### config.mk
export PLATFORM = sky130hd
export DESIGN_NAME = rgb_to_hsl_converter
export DESIGN_NICKNAME = d
export VERILOG_FILES = /design/src/rtl/rgbhsl_pkg.sv /design/src/rtl/rgbhsl_front.sv /design/src/rtl/rgbhsl_queue.sv /design/src/rtl/rgbhsl_back.sv /design/src/rtl/rgb_to_hsl_converter.sv
export SDC_FILE = /design/constraint.sdc
export NUM_CORES = 2
export LEC_CHECK = 0
export BUFFER_PORTS_ARGS = -buffer_cell sky130_fd_sc_hd__buf_2
export CORE_ASPECT_RATIO = 1.5
export CORE_MARGIN = 1.5
export CORE_UTILIZATION = 35
export CTS_CLUSTER_DIAMETER = 120
export DETAILED_ROUTE_END_ITERATION = 6
export GPL_ROUTABILITY_DRIVEN = 1
export GPL_TIMING_DRIVEN = 0
export HOLD_SLACK_MARGIN = 0.12
export PLACE_DENSITY_LB_ADDON = 0.2
export SETUP_SLACK_MARGIN = 0.5
export SYNTH_ARGS = -nofsm -noshare
export SYNTH_HDL_FRONTEND = slang
export SYNTH_SLANG_ARGS = --single-unit
### constraint.sdc
create_clock -name clk -period 3.3 [get_ports clk]
set_input_delay 0.66 -clock clk [delete_from_list [all_inputs] [get_ports clk]]
set_output_delay 0.66 -clock clk [all_outputs]
set_load 0.05 [all_outputs]
### src/rtl/rgbhsl_pkg.sv
// Shared constants for the RGB to HSL converter.
// No dependencies; used by every module of the converter.
package rgbhsl_pkg;

    // Default channel and hue widths of the top level.
    localparam int DEF_CHANNEL_BITS = 8;
    localparam int DEF_HUE_BITS     = 16;

    // Saturation is a 16-bit fraction where all ones means 1.0.
    localparam int SAT_BITS = 16;

    // Depth of the queue between the classifier and the divider pipeline.
    localparam int QUEUE_DEPTH = 4;

endpackage

### src/rtl/rgbhsl_front.sv
// Classifier of the RGB to HSL converter: max, min, sector and the
// operands of both divisions. Depends on rgbhsl_pkg.
module rgbhsl_front
    import rgbhsl_pkg::*;
#(
    parameter int CHANNEL_BITS = DEF_CHANNEL_BITS
) (
    input  logic [CHANNEL_BITS-1:0]          red,
    input  logic [CHANNEL_BITS-1:0]          green,
    input  logic [CHANNEL_BITS-1:0]          blue,
    output logic [CHANNEL_BITS+2:0]          hue_num,
    output logic [CHANNEL_BITS+2:0]          hue_div,
    output logic [CHANNEL_BITS+SAT_BITS-1:0] sat_num,
    output logic [CHANNEL_BITS-1:0]          sat_div,
    output logic [CHANNEL_BITS:0]            sum,
    output logic                             grey
);

    localparam int CB = CHANNEL_BITS;
    localparam int HW = CHANNEL_BITS + 3;
    localparam int NW = CHANNEL_BITS + SAT_BITS;

    localparam logic [1:0] SECTOR_RED   = 2'd0;
    localparam logic [1:0] SECTOR_GREEN = 2'd1;
    localparam logic [1:0] SECTOR_BLUE  = 2'd2;

    localparam logic [CB:0] FULL2 = {1'b1, {(CB-1){1'b1}}, 1'b0};
    localparam logic [CB:0] FULL  = {1'b0, {CB{1'b1}}};

    logic [1:0]    sector;
    logic [CB-1:0] mx;
    logic [CB-1:0] mn;
    logic [CB-1:0] chroma;
    logic [HW-1:0] c1;
    logic [HW-1:0] c2;
    logic [HW-1:0] c4;
    logic [HW-1:0] c6;
    logic [CB:0]   denom_wide;

    always_comb
    begin
        // Largest channel; ties go to red, then green, then blue.
        if (red >= green && red >= blue)
        begin
            sector = SECTOR_RED;
            mx     = red;
        end
        else if (green >= blue)
        begin
            sector = SECTOR_GREEN;
            mx     = green;
        end
        else
        begin
            sector = SECTOR_BLUE;
            mx     = blue;
        end

        mn = red;
        if (green < mn)
        begin
            mn = green;
        end
        if (blue < mn)
        begin
            mn = blue;
        end

        chroma = mx - mn;
        sum    = {1'b0, mx} + {1'b0, mn};
        grey   = (chroma == '0);

        c1 = HW'(chroma);
        c2 = c1 << 1;
        c4 = c1 << 2;
        c6 = c4 + c2;

        // Hue numerator 2*sector*C + diff (plus 6C when diff < 0), kept in [0, 6C).
        case (sector)
            SECTOR_RED:
            begin
                if (green >= blue)
                begin
                    hue_num = HW'(green) - HW'(blue);
                end
                else
                begin
                    hue_num = c6 - (HW'(blue) - HW'(green));
                end
            end
            SECTOR_GREEN:
            begin
                hue_num = c2 + HW'(blue) - HW'(red);
            end
            SECTOR_BLUE:
            begin
                hue_num = c4 + HW'(red) - HW'(green);
            end
            default:
            begin
                hue_num = '0;
            end
        endcase
        hue_div = c6;

        // Saturation: 65535*C over min(sum, 2*FULL - sum).
        sat_num    = {chroma, {SAT_BITS{1'b0}}} - NW'(chroma);
        denom_wide = (sum > FULL) ? (FULL2 - sum) : sum;
        sat_div    = denom_wide[CB-1:0];
    end

endmodule

### src/rtl/rgbhsl_queue.sv
// Small register queue between the classifier and the divider pipeline.
// Depends on rgbhsl_pkg for its default depth.
module rgbhsl_queue
    import rgbhsl_pkg::*;
#(
    parameter int WIDTH = 8,
    parameter int DEPTH = QUEUE_DEPTH
) (
    input  logic             clk,
    input  logic             rst_n,
    input  logic             push,
    input  logic [WIDTH-1:0] push_data,
    input  logic             pop,
    output logic [WIDTH-1:0] pop_data,
    output logic             full,
    output logic             empty
);

    localparam int AW = (DEPTH > 1) ? $clog2(DEPTH) : 1;
    localparam int CW = $clog2(DEPTH + 1);
    localparam logic [AW-1:0] LAST  = AW'(DEPTH - 1);
    localparam logic [CW-1:0] COUNT_FULL = CW'(DEPTH);

    logic [WIDTH-1:0] entry_reg [0:DEPTH-1];
    logic [AW-1:0]    wr_ptr_reg;
    logic [AW-1:0]    wr_ptr_next;
    logic [AW-1:0]    rd_ptr_reg;
    logic [AW-1:0]    rd_ptr_next;
    logic [CW-1:0]    count_reg;
    logic [CW-1:0]    count_next;
    logic             do_push;
    logic             do_pop;

    assign full     = (count_reg == COUNT_FULL);
    assign empty    = (count_reg == '0);
    assign do_push  = push && !full;
    assign do_pop   = pop && !empty;
    assign pop_data = entry_reg[rd_ptr_reg];

    always_comb
    begin
        wr_ptr_next = wr_ptr_reg;
        rd_ptr_next = rd_ptr_reg;
        count_next  = count_reg;
        if (do_push)
        begin
            wr_ptr_next = (wr_ptr_reg == LAST) ? '0 : wr_ptr_reg + 1'b1;
        end
        if (do_pop)
        begin
            rd_ptr_next = (rd_ptr_reg == LAST) ? '0 : rd_ptr_reg + 1'b1;
        end
        if (do_push && !do_pop)
        begin
            count_next = count_reg + 1'b1;
        end
        else if (do_pop && !do_push)
        begin
            count_next = count_reg - 1'b1;
        end
    end

    always_ff @(posedge clk or negedge rst_n)
    begin
        if (!rst_n)
        begin
            wr_ptr_reg <= '0;
            rd_ptr_reg <= '0;
            count_reg  <= '0;
        end
        else
        begin
            wr_ptr_reg <= wr_ptr_next;
            rd_ptr_reg <= rd_ptr_next;
            count_reg  <= count_next;
        end
    end

    always_ff @(posedge clk)
    begin
        if (do_push)
        begin
            entry_reg[wr_ptr_reg] <= push_data;
        end
    end

endmodule

### src/rtl/rgbhsl_back.sv
// Divider pipeline of the RGB to HSL converter: one quotient bit of hue
// and of saturation per stage. Depends on rgbhsl_pkg.
module rgbhsl_back
    import rgbhsl_pkg::*;
#(
    parameter int CHANNEL_BITS = DEF_CHANNEL_BITS,
    parameter int HUE_BITS     = DEF_HUE_BITS
) (
    input  logic                             clk,
    input  logic                             rst_n,
    input  logic                             in_valid,
    input  logic [CHANNEL_BITS+2:0]          hue_num,
    input  logic [CHANNEL_BITS+2:0]          hue_div,
    input  logic [CHANNEL_BITS+SAT_BITS-1:0] sat_num,
    input  logic [CHANNEL_BITS-1:0]          sat_div,
    input  logic [CHANNEL_BITS:0]            sum,
    input  logic                             grey,
    output logic                             done,
    output logic [HUE_BITS-1:0]              hue,
    output logic [SAT_BITS-1:0]              saturation,
    output logic [CHANNEL_BITS:0]            lightness_doubled,
    output logic                             hue_undefined
);

    localparam int CB     = CHANNEL_BITS;
    localparam int HW     = CHANNEL_BITS + 3;
    localparam int STAGES = (HUE_BITS > SAT_BITS) ? HUE_BITS : SAT_BITS;

    logic                valid_reg [0:STAGES];
    logic [HW-1:0]       hrem_reg  [0:STAGES];
    logic [HW-1:0]       hdiv_reg  [0:STAGES];
    logic [HUE_BITS-1:0] hq_reg    [0:STAGES];
    logic [CB-1:0]       srem_reg  [0:STAGES];
    logic [CB-1:0]       sdiv_reg  [0:STAGES];
    logic [SAT_BITS-1:0] slow_reg  [0:STAGES];
    logic [SAT_BITS-1:0] sq_reg    [0:STAGES];
    logic [CB:0]         sum_reg   [0:STAGES];
    logic                grey_reg  [0:STAGES];

    logic                done_reg;
    logic [HUE_BITS-1:0] hue_reg;
    logic [SAT_BITS-1:0] sat_reg;
    logic [CB:0]         light_reg;
    logic                undef_reg;

    // Stage 0 holds the operands. The upper part of each dividend is the
    // starting remainder, already below its divisor.
    always_ff @(posedge clk or negedge rst_n)
    begin
        if (!rst_n)
        begin
            valid_reg[0] <= 1'b0;
        end
        else
        begin
            valid_reg[0] <= in_valid;
        end
    end

    always_ff @(posedge clk)
    begin
        hrem_reg[0] <= hue_num;
        hdiv_reg[0] <= hue_div;
        hq_reg[0]   <= '0;
        srem_reg[0] <= sat_num[CB+SAT_BITS-1:SAT_BITS];
        sdiv_reg[0] <= sat_div;
        slow_reg[0] <= sat_num[SAT_BITS-1:0];
        sq_reg[0]   <= '0;
        sum_reg[0]  <= sum;
        grey_reg[0] <= grey;
    end

    for (genvar k = 1; k <= STAGES; k++)
    begin : g_stage
        logic [HW:0]         htrial;
        logic [HW-1:0]       hrem_next;
        logic [HUE_BITS-1:0] hq_next;
        logic [CB:0]         strial;
        logic [CB-1:0]       srem_next;
        logic [SAT_BITS-1:0] sq_next;
        logic [SAT_BITS-1:0] slow_next;

        always_comb
        begin
            htrial    = {hrem_reg[k-1], 1'b0};
            hrem_next = hrem_reg[k-1];
            hq_next   = hq_reg[k-1];
            if (k <= HUE_BITS)
            begin
                if (htrial >= {1'b0, hdiv_reg[k-1]})
                begin
                    hrem_next = HW'(htrial - {1'b0, hdiv_reg[k-1]});
                    hq_next   = {hq_reg[k-1][HUE_BITS-2:0], 1'b1};
                end
                else
                begin
                    hrem_next = htrial[HW-1:0];
                    hq_next   = {hq_reg[k-1][HUE_BITS-2:0], 1'b0};
                end
            end

            strial    = {srem_reg[k-1], slow_reg[k-1][SAT_BITS-1]};
            srem_next = srem_reg[k-1];
            sq_next   = sq_reg[k-1];
            slow_next = slow_reg[k-1];
            if (k <= SAT_BITS)
            begin
                slow_next = slow_reg[k-1] << 1;
                if (strial >= {1'b0, sdiv_reg[k-1]})
                begin
                    srem_next = CB'(strial - {1'b0, sdiv_reg[k-1]});
                    sq_next   = {sq_reg[k-1][SAT_BITS-2:0], 1'b1};
                end
                else
                begin
                    srem_next = strial[CB-1:0];
                    sq_next   = {sq_reg[k-1][SAT_BITS-2:0], 1'b0};
                end
            end
        end

        always_ff @(posedge clk or negedge rst_n)
        begin
            if (!rst_n)
            begin
                valid_reg[k] <= 1'b0;
            end
            else
            begin
                valid_reg[k] <= valid_reg[k-1];
            end
        end

        always_ff @(posedge clk)
        begin
            hrem_reg[k] <= hrem_next;
            hdiv_reg[k] <= hdiv_reg[k-1];
            hq_reg[k]   <= hq_next;
            srem_reg[k] <= srem_next;
            sdiv_reg[k] <= sdiv_reg[k-1];
            slow_reg[k] <= slow_next;
            sq_reg[k]   <= sq_next;
            sum_reg[k]  <= sum_reg[k-1];
            grey_reg[k] <= grey_reg[k-1];
        end
    end

    // Grey pixels have a zero hue divisor; their quotients are replaced here.
    always_ff @(posedge clk or negedge rst_n)
    begin
        if (!rst_n)
        begin
            done_reg <= 1'b0;
        end
        else
        begin
            done_reg <= valid_reg[STAGES];
        end
    end

    always_ff @(posedge clk)
    begin
        hue_reg   <= grey_reg[STAGES] ? '0 : hq_reg[STAGES];
        sat_reg   <= grey_reg[STAGES] ? '0 : sq_reg[STAGES];
        light_reg <= sum_reg[STAGES];
        undef_reg <= grey_reg[STAGES];
    end

    assign done              = done_reg;
    assign hue               = hue_reg;
    assign saturation        = sat_reg;
    assign lightness_doubled = light_reg;
    assign hue_undefined     = undef_reg;

endmodule

### src/rtl/rgb_to_hsl_converter.sv
// RGB to HSL converter, one pixel per clock.
// A pixel is taken on start when busy is low; the result appears on the
// result ports for one cycle, marked by done. There is no other port.
//
// The classifier finds the largest and smallest channel (ties to red,
// then green, then blue), the chroma and the operands of two divisions,
// and writes them into a short queue. The divider pipeline pops one item
// per cycle while the queue holds one, and computes hue and saturation with
// one quotient bit per stage, max(HUE_BITS, 16) stages in all.
// An accepted item passes through the queue, stage 0, the quotient stages
// and the output register; a new item may be accepted every cycle that busy
// is low, and the divider pipeline sets that rate.
// Since the pipeline never stalls, the queue holds at most one item and
// busy stays low in operation. done has no back pressure: the receiver
// must take each result in the cycle it is shown.
// Reset empties the queue and clears every valid bit; no result is
// shown until an item has been accepted after reset.
// A grey pixel (all channels equal) gives hue 0, saturation 0 and sets
// hue_undefined; lightness_doubled is max + min in every case.
module rgb_to_hsl_converter
    import rgbhsl_pkg::*;
#(
    parameter int CHANNEL_BITS = DEF_CHANNEL_BITS,
    parameter int HUE_BITS     = DEF_HUE_BITS
) (
    input  logic                    clk,
    input  logic                    rst_n,
    input  logic                    start,
    output logic                    busy,
    input  logic [CHANNEL_BITS-1:0] red,
    input  logic [CHANNEL_BITS-1:0] green,
    input  logic [CHANNEL_BITS-1:0] blue,
    output logic                    done,
    output logic [HUE_BITS-1:0]     hue,
    output logic [SAT_BITS-1:0]     saturation,
    output logic [CHANNEL_BITS:0]   lightness_doubled,
    output logic                    hue_undefined
);

    localparam int CB = CHANNEL_BITS;
    localparam int HW = CHANNEL_BITS + 3;
    localparam int NW = CHANNEL_BITS + SAT_BITS;
    localparam int LW = CHANNEL_BITS + 1;
    localparam int QW = HW + HW + NW + CB + LW + 1;
    localparam int LATENCY = ((HUE_BITS > SAT_BITS) ? HUE_BITS : SAT_BITS) + 3;

    logic [HW-1:0] f_hue_num;
    logic [HW-1:0] f_hue_div;
    logic [NW-1:0] f_sat_num;
    logic [CB-1:0] f_sat_div;
    logic [LW-1:0] f_sum;
    logic          f_grey;

    logic [HW-1:0] b_hue_num;
    logic [HW-1:0] b_hue_div;
    logic [NW-1:0] b_sat_num;
    logic [CB-1:0] b_sat_div;
    logic [LW-1:0] b_sum;
    logic          b_grey;

    logic [QW-1:0] q_push_data;
    logic [QW-1:0] q_pop_data;
    logic          q_full;
    logic          q_empty;
    logic          accept;

    assign busy   = q_full;
    assign accept = start && !q_full;

    rgbhsl_front #(
        .CHANNEL_BITS (CHANNEL_BITS)
    ) u_front (
        .red     (red),
        .green   (green),
        .blue    (blue),
        .hue_num (f_hue_num),
        .hue_div (f_hue_div),
        .sat_num (f_sat_num),
        .sat_div (f_sat_div),
        .sum     (f_sum),
        .grey    (f_grey)
    );

    assign q_push_data = {f_hue_num, f_hue_div, f_sat_num, f_sat_div, f_sum, f_grey};

    rgbhsl_queue #(
        .WIDTH (QW),
        .DEPTH (QUEUE_DEPTH)
    ) u_queue (
        .clk       (clk),
        .rst_n     (rst_n),
        .push      (accept),
        .push_data (q_push_data),
        .pop       (!q_empty),
        .pop_data  (q_pop_data),
        .full      (q_full),
        .empty     (q_empty)
    );

    assign {b_hue_num, b_hue_div, b_sat_num, b_sat_div, b_sum, b_grey} = q_pop_data;

    // The divider pipeline takes an item in every cycle that the queue
    // has one, so it drains the queue as fast as it is filled.
    rgbhsl_back #(
        .CHANNEL_BITS (CHANNEL_BITS),
        .HUE_BITS     (HUE_BITS)
    ) u_back (
        .clk               (clk),
        .rst_n             (rst_n),
        .in_valid          (!q_empty),
        .hue_num           (b_hue_num),
        .hue_div           (b_hue_div),
        .sat_num           (b_sat_num),
        .sat_div           (b_sat_div),
        .sum               (b_sum),
        .grey              (b_grey),
        .done              (done),
        .hue               (hue),
        .saturation        (saturation),
        .lightness_doubled (lightness_doubled),
        .hue_undefined     (hue_undefined)
    );

`ifndef NO_ASSERTIONS
    // Every accepted item comes out with done, after the delay LATENCY.
    a_accept_to_done: assert property (@(posedge clk) disable iff (!rst_n)
        accept |-> ##LATENCY done)
        else $error("accepted item produced no result");

    // No result appears without an item accepted LATENCY earlier.
    a_done_from_accept: assert property (@(posedge clk) disable iff (!rst_n)
        done |-> $past(accept, LATENCY))
        else $error("result without a matching item");

    // A grey pixel reports zero hue and saturation; a colored one has a
    // nonzero saturation.
    a_grey_outputs: assert property (@(posedge clk) disable iff (!rst_n)
        done |-> (hue_undefined ? (hue == '0 && saturation == '0)
                                : (saturation != '0)))
        else $error("hue or saturation inconsistent with grey flag");

    // The pipeline drains the queue every cycle, so it never fills.
    a_never_busy: assert property (@(posedge clk) disable iff (!rst_n)
        !busy)
        else $error("queue filled up");
`endif

endmodule
==> reports/qor.yml <==
min_period_ns: 6.94
num_vias: 30462
clk_latency_ns: 0.75
drt_iter0_markers: 1089
firstDrtPassIters: 5
cts_tree: "done"
antenna_found_initial: 0
synth_seq_area_share: 0.580
nets: 5055
synth_edf_count: 232
timing.fmax_mhz: 144
final_area_mm2: 0.0622
cpMostUsedCell: "ha_4"
wl_mm: 101
dp_hpwl_mm: 74.9
portBuffers: 70
critical_path_required_ns: 3.87
post_drt_wl_per_cell_um: 15.3
clk_pin_slew_ns: 0.06
syn_to_final_growth_pct: 19.4
grt_pass1_vias: 32118
cts.htree.levels: 4
slew_viol_final: 0
fill_cells: 13865
fin_ws_ns: -3.64
start_util: 0.352
drc: 0
grt_pass1_wl_mm: 160
critPathSlowestCell: "fa_2"
cts_buffers: 135
synth_seq_cells: 1387
place_congestion: 0.858
worstPathArrival_ns: 7.51
synth_cell_types: 90
clock-sinks: 1387
hold-worst-slack_ns: 0.311
skew_ns: 0.0214
end_kind: "flip-flop"
dieArea_mm2: 0.151
grt.total_usage: 0.134
worst_setup_path_start_kind: "input port"
grt_start_max_net_pins: 52
layout-drive-gt1-share: 0.187
rsz0062_at_grt: "true"
crit_path_max_fanout: 6
syn_area_mm2: 0.0521
final_cells: 6623
crit_type: "in2reg"
layout_common_cells: "dfxtp_1, inv_1, ha_1"
status: "complete, but fails checks"
fin_crit_sh: 2.10
num_antenna_cells: 0
violations: "negative setup slack"
rows: 173
avgViaCountPerCell: 4.60
hp-class: "reg2reg"
drv_cap: 0
io_pins: 71
clock_path_buffers: 3
ant_nets: 0
fp.dieH_um: 475
setup-violations-final: 228
place_area_mm2: 0.0555
synthFlopType: "dfxtp_1"
largest_reg_flops: 232
coreArea_mm2: 0.148
yosysWarnings: 0
postSynthCellCount: 4273
syn_nets: 4743
avgSynthCellArea_um2: 12.2
tightest_slew_ns: 1.10
hold_viol: 0
overflow: 0
max_slew_margin: 0.262
dp_cells: 6272
slowest_delay_ns: 0.64
final_common_cell: "dfxtp_1"
fin_util: 0.421
cts_root_buf: "clkbuf_16"
die_w_um: 318
async_reset_ff_frac: 0.0180
reg2reg_setup_slack_ns: 0.01
-- what timing repair did --
item,in CTS,in global routing
endpoints found under the setup margin,441,498
buffers inserted,60,40
resized for setup,117,129
cloned,0,0
endpoints found under the hold margin,25,0
pin swaps,59,60
hold buffers,1,0
-- synthesized netlist by cell type (all sizes together), types with 9 or more instances --
library cell / instances / area share
mux2: 160 / 0.035
dfrtp: 25 / 0.012
nand2b: 53 / 0.0064
edfxtp: 232 / 0.13
xnor2: 150 / 0.026
a21o: 91 / 0.013
or2: 12 / 0.0014
inv: 472 / 0.034
a211o: 11 / 0.0018
nor4: 18 / 0.0022
mux4: 59 / 0.026
a21oi: 164 / 0.016
nor2: 222 / 0.016
or3: 9 / 0.0011
nor2b: 122 / 0.015
mux2i: 55 / 0.011
a211oi: 37 / 0.0075
a21boi: 47 / 0.0068
ha: 398 / 0.096
nand4: 61 / 0.0073
fa: 45 / 0.017
nor3: 54 / 0.0055
xor2: 77 / 0.014
nand2: 116 / 0.0084
o21a: 48 / 0.0069
clkbuf: 34 / 0.0025
dfxtp: 1130 / 0.43
buf: 23 / 0.0028
o21ai: 184 / 0.018
nand3: 25 / 0.0025
a221oi: 16 / 0.0030
and2: 26 / 0.0031
and3: 14 / 0.0017
-- critical path: cells and delay by family --
| family | cells | cell delay [ns] |
|---|---|---|
| compound gates | 12 | 2.28 |
| fa+ha+maj | 6 | 1.74 |
| simple gates | 5 | 1.11 |
| buf+inv | 7 | 0.82 |
| mux | 2 | 0.59 |
| xor+xnor | 2 | 0.29 |
-- final cells by class --
class | instances | area (um2) | area share
Sequential cell | 1387 | 30200 | 0.486
Clock buffer | 193 | 3980 | 0.0641
Clock inverter | 57 | 711 | 0.0114
Inverter | 472 | 1830 | 0.0294
Tap cell | 1925 | 2410 | 0.0387
Buffer | 57 | 348 | 0.00559
Multi-Input combinational cell | 2357 | 21300 | 0.343
Timing Repair Buffer | 175 | 1390 | 0.0224
-- stage by stage --
stage	setup TNS [ns]	setup WS, ns
after floorplan	-557.74	-4.14
after global placement	-935.56	-6.00
after detailed placement	-831.17	-6.07
after CTS	-470.88	-3.70
after global routing	-529.28	-3.92
final	-483.64	-3.64
-- layer usage --
| metal | global-route usage | up-vias | routed length (um) |
|---|---|---|---|
| li1 | - | 15264 | - |
| met4 | 0.0728 | 0 | 4830 |
| met3 | 0.0220 | 266 | 2600 |
| met2 | 0.285 | 422 | 59800 |
| met5 | 0 | - | 0 |
| met1 | 0.113 | 14510 | 33900 |
-- cells by family after synthesis --
| group | count (synthesis) | synth area share |
|---|---|---|
| simple gates | 746 | 0.0726 |
| buf+inv | 529 | 0.0392 |
| flops | 1387 | 0.580 |
| xor+xnor | 227 | 0.0392 |
| fa+ha+maj | 444 | 0.113 |
| mux | 274 | 0.0708 |
| compound gates | 666 | 0.0849 |
-- worst paths after layout --
check,to,depth (start not counted),from
setup / recovery,u_queue.entry_reg[3][61],34,red[6]
hold reg to reg,u_back.slow_reg[0][63],0,u_back.slow_reg[0][46]
hold / removal,u_back.slow_reg[0][63],0,u_back.slow_reg[0][46]
setup reg to reg,u_back.hrem_reg[0][147],11,u_back.slow_reg[0][205]
min in group asynchronous,u_queue.wr_ptr_reg[0],2,rst_n
max in group asynchronous,u_back.valid_reg[16],2,rst_n
Power is left out: the tool's default activity adds up to more than one toggle a clock period on the data nets, which glitch-free logic cannot reach.
